$ cat src/rtl/core/bao_div.sv
module bao_div (
  input  logic        clk,
  input  logic        rst,
  input  logic        start,
  input  logic [63:0] dividend,
  input  logic [47:0] divisor,
  input  logic [47:0] rem_init,
  input  logic [6:0]  count,
  output logic        done,
  output logic [63:0] quotient
);

  logic [63:0] nreg;
  logic [47:0] rreg, dreg;
  logic [6:0]  cnt;
  logic        run;
  logic [48:0] sh;
  logic        ge;

  assign sh        = {rreg, nreg[63]};
  assign ge        = sh >= {1'b0, dreg};
  assign quotient  = nreg;

  always_ff @(posedge clk) begin
    if (rst) begin
      run  <= 1'b0;
      done <= 1'b0;
    end else begin
      done <= 1'b0;
      if (start) begin
        run <= 1'b1;
      end else if (run && cnt == 7'd1) begin
        run  <= 1'b0;
        done <= 1'b1;
      end
    end
  end

  always_ff @(posedge clk) begin
    if (start) begin
      nreg <= dividend;
      rreg <= rem_init;
      dreg <= divisor;
      cnt  <= count;
    end else if (run) begin
      if (ge) begin
        rreg <= 48'(sh - {1'b0, dreg});
        nreg <= {nreg[62:0], 1'b1};
      end else begin
        rreg <= sh[47:0];
        nreg <= {nreg[62:0], 1'b0};
      end
      cnt <= cnt - 7'd1;
    end
  end

endmodule

$ cat config.mk
export PLATFORM = sky130hd
export DESIGN_NAME = bao_div
export DESIGN_NICKNAME = d
export VERILOG_FILES = /design/src/rtl/core/bao_div.sv
export SDC_FILE = /design/constraint.sdc
export NUM_CORES = 1
export LEC_CHECK = 0
export ABC_AREA = 1
export ABC_CLOCK_PERIOD_IN_PS = 4500
export CORE_MARGIN = 5
export CORE_UTILIZATION = 50
export CTS_CLUSTER_SIZE = 25
export DETAILED_ROUTE_END_ITERATION = 7
export DONT_BUFFER_PORTS = 1
export SLEW_MARGIN = 20
export SYNTH_ARGS = -nofsm -noshare
export SYNTH_HDL_FRONTEND = slang
export SYNTH_SLANG_ARGS = --single-unit
$ cat constraint.sdc
create_clock -name clk -period 4.5 [get_ports clk]
set_clock_uncertainty 0.1 [all_clocks]
set_input_delay 0.225 -clock clk [delete_from_list [all_inputs] [get_ports clk]]
set_output_delay 0.225 -clock clk [all_outputs]
set_load 0.02 [all_outputs]
==> impl_metrics.tcl <==
set metrics [dict create \
    crit_fanout 49 \
    drc 0 \
    viasPerCell 5.006 \
    hold_path.class "input port to flip-flop" \
    min_from "start" \
    finish.net_count 2047 \
    ir_worst_vdd_v 0.0002373 \
    core_um2 23330 \
    grt_max_degree 170 \
    die_x_um 163.5 \
    cts.sinks 169 \
    layout.cells.non_filler 2158 \
    drv_cap 0 \
    worstSetupPathType "flip-flop to flip-flop" \
    clockRootBuffer "clkbuf_16" \
    synthToLayoutAreaGrowth_pct 22.35 \
    ctsResizeCount 0 \
    grt_use_total_pct 27.10 \
    cts_tree "done" \
    drv_slew 0 \
    final_common_cell "nand2_1" \
    row_count 56 \
    p_per_area_nw_per_um2 471.1 \
    finalSetupViolations 0 \
    antenna_found_initial 0 \
    antenna_cells 0 \
    drive_above_1_share_pct 3.698 \
    die_area_um2 26720 \
    crit_top_cell "nand2_1" \
    finalCritPeriodShare_pct 67.43 \
    hold_viol 0 \
    place_inst 1957 \
    yosysSeqAreaShare_pct 42.93 \
    mostFrequentLayoutCells "nand2_1, inv_1, dlygate4sd3_1, edfxtp_1, nand3_1" \
    cts-htree-levels 4 \
    rsz0062_at_grt "false" \
    critical_path_arrival_ns 3.25 \
    slowest_stage "nand2_4" \
    power_frac_seq_pct 33.4 \
    ys_ff_latch 169 \
    start_util_pct 50.47 \
    antenna_left 0 \
    setup_tns_ns 0 \
    io_pins 235 \
    synth_edf_count 167 \
    grt_pass1_wl_mm 56.64 \
    syn_nets 1892 \
    via_count 10800 \
    synth_top_area_cell "edfxtp_1" \
    cp_top_family "simple AND/OR/NAND/NOR gates" \
    drt_iter0_drc 745 \
    p_int_uw 3888 \
    synth_top_area_share_pct 42.59 \
    globalplace.congestion 0.9699 \
    p_switching_uw 2900 \
    cts_buffers 17 \
    power_frac_clock_pct 23.5 \
    cp_num_buf_inv 0 \
    ctsHoldBuffers 169 \
    cpPeakStageDelay_ns 0.44 \
    yosys_warnings 0 \
    synthCells 1671 \
    worstMarginPinSlew_ns 0.7679 \
    worst_hold_slack_ns 0.04279 \
    wl_per_cell_um 16.70 \
    status "finished clean" \
    period_minus_slack_ns 3.034 \
    grt_pass1_vias 10850 \
    clk_pin_slew_ns 0.08 \
    hpwlAfterDp_mm 26.41 \
    cts_setup_buffers 0 \
    slew_headroom_pct 48.81 \
    required_ns 4.71 \
    portBuffers 0 \
    leakage_uw 0.007306 \
    synthArstFlopShare_pct 0 \
    swShare_pct 42.72 \
    synth_flop_cell "edfxtp_1" \
    synthTopCellsByArea "edfxtp_1, nand2_1, inv_1, ha_1, nand3_1" \
    rr_startpoint "rreg[6]" \
    drt_wl_total_mm 36.03 \
    syn_avg_cell_area_um2 7.047 \
    crit_path_start "rreg[6]" \
    insertion_delay_ns 0.44 \
    cts_buffer_depth 2 \
    die_y_um 163.5 \
    fmax_mhz 329.6 \
    mappedNetlistArea_um2 11780 \
    firstDrtPassIters 5 \
    overflow 0 \
    worstPathCellList "ha_1, nand2_1, nor2_1, nand3_1, nor2_1, nand2_1, nand3_1, nor2_4, nand2_4, nand2_4, nand2_1, nand2_1, nand2_1" \
    worstSetupStartpointType "flip-flop" \
    pwr-share-comb_pct 43.1 \
    crit_path_end_kind "flip-flop" \
    synth.distinct_cells 37 \
]
-- routing by layer --
layer	wire length [um]	part of all wire [%]	up-vias	GRT usage, %
met5	0	0	-	0
met4	710	2.0	0	6.481
met3	2586	7.2	41	5.274
met2	16610	46	394	44.38
met1	16130	45	4894	37.36
li1	-	-	5474	-
-- cell type report --
class	instances	area, um^2
Clock buffer	17	425.4
Fill cell	2151	8926
Clock inverter	15	217.7
Tap cell	319	399.1
Multi-Input combinational cell	1185	5502
Timing Repair Buffer	174	1759
Sequential cell	169	5055
Inverter	279	1049
-- cell usage after synthesis, types with 3 or more instances --
library cell / count
nand2_1: 808
inv_1: 267
edfxtp_1: 167
nand3_1: 89
nor2_1: 86
ha_1: 50
nand3b_1: 36
a21oi_1: 35
clkbuf_1: 22
xnor2_1: 22
inv_2: 11
nand4_1: 11
buf_1: 9
nor3_1: 6
nand2_2: 5
nor2_2: 5
o21ai_0: 5
o21bai_1: 5
xor2_1: 3
-- state kept, by name, summed over array words and instances, names as in the netlist --
register	flops
run	1
dreg	48
cnt	7
done	1
quotient	64
rreg	48
-- kinds of logic (layout without fill, tap and decap cells) --
family | Yosys count | in the layout | share of synthesized area, %
xor gates and xnor gates | 25 | 25 | 1.860
AOI/OAI and AO/OA | 52 | 52 | 2.465
buffers and inverters | 317 | 485 | 10.41
DFF | 169 | 169 | 42.93
and+or+nand+nor | 1057 | 1057 | 36.85
adders and majority gates | 51 | 51 | 5.483
-- path summary, 6_finish.rpt --
kind | end | slack [ns] | depth (start not counted)
max | rreg[46] | 1.47 | 13
min | rreg[47] | 0.04 | 2
max reg2reg | rreg[46] | 1.47 | 13
min reg2reg | run | 0.41 | 2
-- power groups by stage --
stage	combinational, uW	sequential, uW	clock, uW
floorplan	2100	2260	0
global placement	2750	2290	0
detailed placement	2760	2300	0
CTS	2910	2270	1620
global route	3310	2290	1690
finish	2920	2270	1600
-- metrics by stage --
| step | power, uW | setup slack [ns] | util (%) | instance area, um^2 |
|---|---|---|---|---|
| floorplan | 4358 | 0.5542 | - | 11780 |
| global placement | 5040 | 1.380 | 51.66 | 12050 |
| detailed placement | 5053 | 1.416 | 51.66 | 12050 |
| CTS | 6800 | 1.392 | 61.74 | 14410 |
| global route | 7295 | 1.225 | 61.74 | 14410 |
| finish | 6787 | 1.466 | 61.74 | 14410 |
No activity file was read; power rests on OpenSTA's default activity.
