<file path="config.mk">
export PLATFORM = sky130hd
export DESIGN_NAME = bao_sqrt
export DESIGN_NICKNAME = d
export VERILOG_FILES = /design/src/rtl/core/bao_sqrt.sv
export SDC_FILE = /design/constraint.sdc
export NUM_CORES = 1
export LEC_CHECK = 0
export BUFFER_PORTS_ARGS = -buffer_cell sky130_fd_sc_hd__buf_2
export CAP_MARGIN = 20
export CORE_ASPECT_RATIO = 0.7
export CORE_MARGIN = 2
export CORE_UTILIZATION = 50
export DETAILED_ROUTE_END_ITERATION = 16
export PLACE_DENSITY = 0.66
export SLEW_MARGIN = 20
export SYNTH_ARGS = -nofsm -noshare
export SYNTH_HDL_FRONTEND = slang
export SYNTH_SLANG_ARGS = --single-unit
</file>
<file path="constraint.sdc">
create_clock -name clk -period 11.5 [get_ports clk]
set_input_delay 1.15 -clock clk [delete_from_list [all_inputs] [get_ports clk]]
set_output_delay 1.15 -clock clk [all_outputs]
set_load 0.02 [all_outputs]
</file>
<file path="src/rtl/core/bao_sqrt.sv">
module bao_sqrt (
  input  logic        clk,
  input  logic        rst,
  input  logic        start,
  input  logic [63:0] value,
  output logic        done,
  output logic [31:0] root
);

  logic [63:0] v, r, bitv;
  logic [4:0]  j;
  logic        run;
  logic [64:0] trial;

  assign bitv  = 64'd1 << {j, 1'b0};
  assign trial = {1'b0, r} + {1'b0, bitv};
  assign root  = r[31:0];

  always_ff @(posedge clk) begin
    if (rst) begin
      run  <= 1'b0;
      done <= 1'b0;
    end else begin
      done <= 1'b0;
      if (start) begin
        run <= 1'b1;
      end else if (run && j == 5'd0) begin
        run  <= 1'b0;
        done <= 1'b1;
      end
    end
  end

  always_ff @(posedge clk) begin
    if (start) begin
      v <= value;
      r <= 64'd0;
      j <= 5'd31;
    end else if (run) begin
      if ({1'b0, v} >= trial) begin
        v <= v - trial[63:0];
        r <= (r >> 1) + bitv;
      end else begin
        r <= r >> 1;
      end
      j <= j - 5'd1;
    end
  end

endmodule

</file>
==> impl_metrics.prom <==
# TYPE chip_impl_metric gauge
chip_impl_info{name="status",value="completed"} 1
chip_impl_metric{name="hold_violations",unit=""} 0
chip_impl_metric{name="clk-insertion-delay-late",unit="ns"} 0.46
chip_impl_info{name="layout.cells.most_common",value="sky130_fd_sc_hd__nand2_1"} 1
chip_impl_metric{name="clk_pin_slew_worst_paths",unit="ns"} 0.07
chip_impl_metric{name="power_report.internal_total",unit="mW"} 1.69
chip_impl_metric{name="die_x",unit="µm"} 209
chip_impl_metric{name="initial_antenna_violation_count",unit=""} 0
chip_impl_metric{name="max_slew_margin",unit="%"} 25.5
chip_impl_metric{name="seq_power_share",unit="%"} 24.9
chip_impl_info{name="hold_path.class",value="register to register"} 1
chip_impl_metric{name="fin_crit_sh",unit="%"} 69.1
chip_impl_metric{name="tritoncts_buffers",unit=""} 17
chip_impl_metric{name="finalWorstSetupSlack",unit="ns"} 3.55
chip_impl_metric{name="num-fill-cells",unit=""} 2798
chip_impl_metric{name="grt_start_max_net_pins",unit=""} 78
chip_impl_metric{name="synthesis.nets",unit=""} 2125
chip_impl_metric{name="drc",unit=""} 0
chip_impl_metric{name="multiplexer_fraction_of_the_synthesized_cell_area",unit="%"} 3.10
chip_impl_metric{name="postSynth.asyncResetShare",unit="%"} 0
chip_impl_metric{name="synth_adder_area_share",unit="%"} 11.6
chip_impl_metric{name="holdPathStages",unit=""} 2
chip_impl_metric{name="drtAntennaViolNets",unit=""} 0
chip_impl_metric{name="num_io_pins",unit=""} 100
chip_impl_metric{name="post_synth.cell_area_avg",unit="µm²"} 7.66
chip_impl_metric{name="critPathArrivalTime",unit="ns"} 8.32
chip_impl_metric{name="post-synth-top-area-fraction",unit="%"} 13.0
chip_impl_info{name="yosys.area.top_type",value="sky130_fd_sc_hd__edfxtp_1"} 1
chip_impl_metric{name="power.static_leakage",unit="nW"} 6.23
chip_impl_metric{name="required",unit="ns"} 11.86
chip_impl_info{name="most-common-layout-cells",value="sky130_fd_sc_hd__nand2_1, sky130_fd_sc_hd__nor2_1, sky130_fd_sc_hd__o21ai_0"} 1
chip_impl_info{name="synth.area.top_cells",value="sky130_fd_sc_hd__edfxtp_1, sky130_fd_sc_hd__ha_1, sky130_fd_sc_hd__dfxtp_1, sky130_fd_sc_hd__nand2_1, sky130_fd_sc_hd__o21ai_0"} 1
chip_impl_metric{name="drt_wl_total",unit="µm"} 46300
chip_impl_metric{name="wire_length_per_cell",unit="µm"} 20.1
chip_impl_metric{name="fp.dieH",unit="µm"} 148
chip_impl_metric{name="area_delta_synth_final",unit="%"} 6.69
chip_impl_metric{name="post-cts-setup-buffers",unit=""} 0
chip_impl_metric{name="maxCapViolCount",unit=""} 0
chip_impl_metric{name="post_synth_num_cell_types",unit=""} 77
chip_impl_metric{name="dp_hpwl",unit="µm"} 35200
chip_impl_metric{name="power.share.switching",unit="%"} 45.8
chip_impl_metric{name="floorplan.die_area",unit="µm²"} 30900
chip_impl_metric{name="synthXorXnorAreaFrac",unit="%"} 7.79
chip_impl_metric{name="place.port_buffers",unit=""} 99
chip_impl_info{name="largest_family_of_logic_cells_by_synthesized_area",value="compound AO/OA/AOI/OAI gates"} 1
chip_impl_metric{name="worst_pin_slew",unit="ns"} 1.09
chip_impl_metric{name="vias_per_inst",unit=""} 6.38
chip_impl_metric{name="ys_seq_elements",unit=""} 135
chip_impl_metric{name="synth_warnings",unit=""} 0
chip_impl_metric{name="slowest_delay",unit="ns"} 0.91
chip_impl_metric{name="number_of_global_route_vias_before_repair",unit=""} 13000
chip_impl_metric{name="antenna_diode_count",unit=""} 0
chip_impl_metric{name="final_period_minus_worst_setup_slack",unit="ns"} 7.95
chip_impl_metric{name="fin_worst_skew",unit="ns"} 0.0146
chip_impl_metric{name="layout-drive-gt1-share",unit="%"} 10.1
chip_impl_metric{name="worstPathMaxFanout",unit=""} 59
chip_impl_info{name="critPathCaptureType",value="register"} 1
chip_impl_metric{name="initialDrtViolationCount",unit=""} 1551
chip_impl_metric{name="postcts_resize_cnt",unit=""} 0
chip_impl_info{name="critical_path.slowest_cell",value="sky130_fd_sc_hd__a2111oi_0"} 1
chip_impl_info{name="tritoncts",value="built"} 1
chip_impl_metric{name="power_density",unit="nW/µm²"} 198
chip_impl_metric{name="synthesized_instance_count",unit=""} 1922
chip_impl_info{name="synth_top_flop_cell",value="sky130_fd_sc_hd__dfxtp_1"} 1
chip_impl_metric{name="timing.reg2reg.worst_path_depth",unit=""} 29
chip_impl_metric{name="gr-usage-all-layers",unit="%"} 29.8
chip_impl_metric{name="gp_congestion",unit=""} 1.03
chip_impl_metric{name="cts-hold-fix-buffers",unit=""} 0
chip_impl_metric{name="tns",unit="ns"} 0
chip_impl_metric{name="hold_slack",unit="ns"} 0.549
chip_impl_metric{name="cts.path.max_buffers",unit=""} 2
chip_impl_metric{name="multiInputGateArea",unit="µm²"} 10600
chip_impl_metric{name="report.final.slew_viol_count",unit=""} 0
chip_impl_metric{name="comb_power_share",unit="%"} 56.7
chip_impl_metric{name="cts.sinks",unit=""} 135
chip_impl_metric{name="clock_power_share",unit="%"} 18.4
chip_impl_info{name="setup_repair_after_global_routing_missed_its_margin",value="no"} 1
chip_impl_metric{name="sequential_cell_area",unit="µm²"} 3340
chip_impl_metric{name="total_switching_power",unit="mW"} 1.43
chip_impl_metric{name="grt_pass1_wl",unit="µm"} 72700
chip_impl_metric{name="yosysSeqAreaShare",unit="%"} 22.7
chip_impl_metric{name="core.rowCount",unit=""} 52
chip_impl_metric{name="worst_ir_drop_vdd",unit="µV"} 110
chip_impl_metric{name="setup_violations",unit=""} 0
chip_impl_metric{name="detailroute.via_count",unit=""} 14700
chip_impl_metric{name="pre_cts_ws",unit="ns"} 3.71
chip_impl_metric{name="core_area",unit="µm²"} 29000
chip_impl_metric{name="synth_edf_count",unit=""} 64
chip_impl_metric{name="simple_gate_fraction_of_synth_area",unit="%"} 21.7
chip_impl_metric{name="floorplan.initialDensity",unit="%"} 50.9
chip_impl_metric{name="syn_area",unit="µm²"} 14700
chip_impl_info{name="worst_setup_path_start_kind",value="register"} 1
chip_impl_info{name="critical_path_class",value="register to register"} 1
chip_impl_metric{name="max_freq",unit="MHz"} 126
chip_impl_metric{name="final_nets",unit=""} 2116
chip_impl_metric{name="cts_max_level",unit=""} 4
chip_impl_metric{name="first_pass_iters",unit=""} 5
chip_impl_metric{name="synth_compound_area_share",unit="%"} 27.5
chip_impl_metric{name="global_route.overflow_total",unit=""} 0
chip_impl_info{name="clock-root-buffer",value="sky130_fd_sc_hd__clkbuf_16"} 1
-- layout make-up --
type | count | share of cell area [%]
Clock inverter | 10 | 0.565
Inverter | 42 | 1.00
Timing Repair Buffer | 109 | 3.65
Tap cell | 378 | 3.01
Clock buffer | 22 | 3.18
Sequential cell | 135 | 21.3
Multi-Input combinational cell | 1608 | 67.3
-- worst max-delay path: cells and delay by family (launching register included) --
family,cells,cell delay (ns)
AOI/OAI and AO/OA,17,4.39
xor gates and xnor gates,1,0.17
adders and majority gates,4,0.98
buffers and inverters,3,1.32
DFF,1,0.41
and+or+nand+nor,4,0.53
-- per-layer routing --
layer / vias to the layer above / global-route usage (%) / share of wire, %
li1: 7110 / - / -
met1: 6878 / 47.2 / 50
met2: 678 / 39.1 / 38
met3: 35 / 7.82 / 11
met4: 2 / 6.46 / 1.4
met5: - / 2.19 / 0.20
-- per-stage QoR --
stage | util, % | instance area [µm²] | power (mW) | instances
6_report | 54.3 | 15700 | 3.12 | 2304
5_1_grt | 54.3 | 15700 | 3.33 | 2304
4_1_cts | 54.3 | 15700 | 3.08 | 2304
3_5_place_dp | 52.2 | 15100 | 2.50 | 2272
3_3_place_gp | 52.2 | 15100 | 2.48 | 2272
2_1_floorplan | - | 14700 | 2.12 | 1922
-- cell usage after synthesis (22+ instances only) --
cell type and n:
sky130_fd_sc_hd__or4_1 24, sky130_fd_sc_hd__a21oi_1 116, sky130_fd_sc_hd__buf_4 35, sky130_fd_sc_hd__mux2i_1 31, sky130_fd_sc_hd__nor2_1 178, sky130_fd_sc_hd__inv_1 40
sky130_fd_sc_hd__nor2b_1 24, sky130_fd_sc_hd__a21o_1 56, sky130_fd_sc_hd__nand2_1 238, sky130_fd_sc_hd__clkbuf_1 84, sky130_fd_sc_hd__dfxtp_1 71, sky130_fd_sc_hd__xnor2_1 64
sky130_fd_sc_hd__o31ai_1 25, sky130_fd_sc_hd__ha_1 135, sky130_fd_sc_hd__o211ai_1 34, sky130_fd_sc_hd__nor3_1 23, sky130_fd_sc_hd__xor2_1 67, sky130_fd_sc_hd__nand4_1 35
sky130_fd_sc_hd__a31oi_1 67, sky130_fd_sc_hd__nand2b_1 22, sky130_fd_sc_hd__o21ai_0 153, sky130_fd_sc_hd__nand3_1 54, sky130_fd_sc_hd__edfxtp_1 64
-- final timing paths --
check	from	to	slack, ns
worst max-delay path	j[0]$_SDFFE_PP1P_	r[42]$_SDFFE_PP0P_	3.55
worst min-delay path	r[0]$_SDFFE_PP0P_	r[0]$_SDFFE_PP0P_	0.55
worst max register to register	j[0]$_SDFFE_PP1P_	r[42]$_SDFFE_PP0P_	3.55
worst min register to register	r[0]$_SDFFE_PP0P_	r[0]$_SDFFE_PP0P_	0.55
-- sequential cells by signal, indices dropped and copies added, names as in the netlist --
signal / flops
v: 64
run: 1
r: 64
j: 5
done: 1
-- power groups by stage --
stage	Clock (mW)	Combinational, mW	Sequential [mW]
finish	0.574	1.77	0.776
global route	0.601	1.94	0.788
CTS	0.581	1.73	0.771
detailed placement	0	1.73	0.773
global placement	0	1.70	0.779
floorplan	0	1.39	0.731
-- cell families (layout without fill, tap and decap cells) --
group / after synthesis / count (layout)
compound gates: 617 / 617
flops: 135 / 135
simple gates: 680 / 680
xor+xnor: 131 / 131
mux: 44 / 44
fa+ha+maj: 136 / 136
buf+inv: 179 / 183
(Power assumes the default switching activity.)
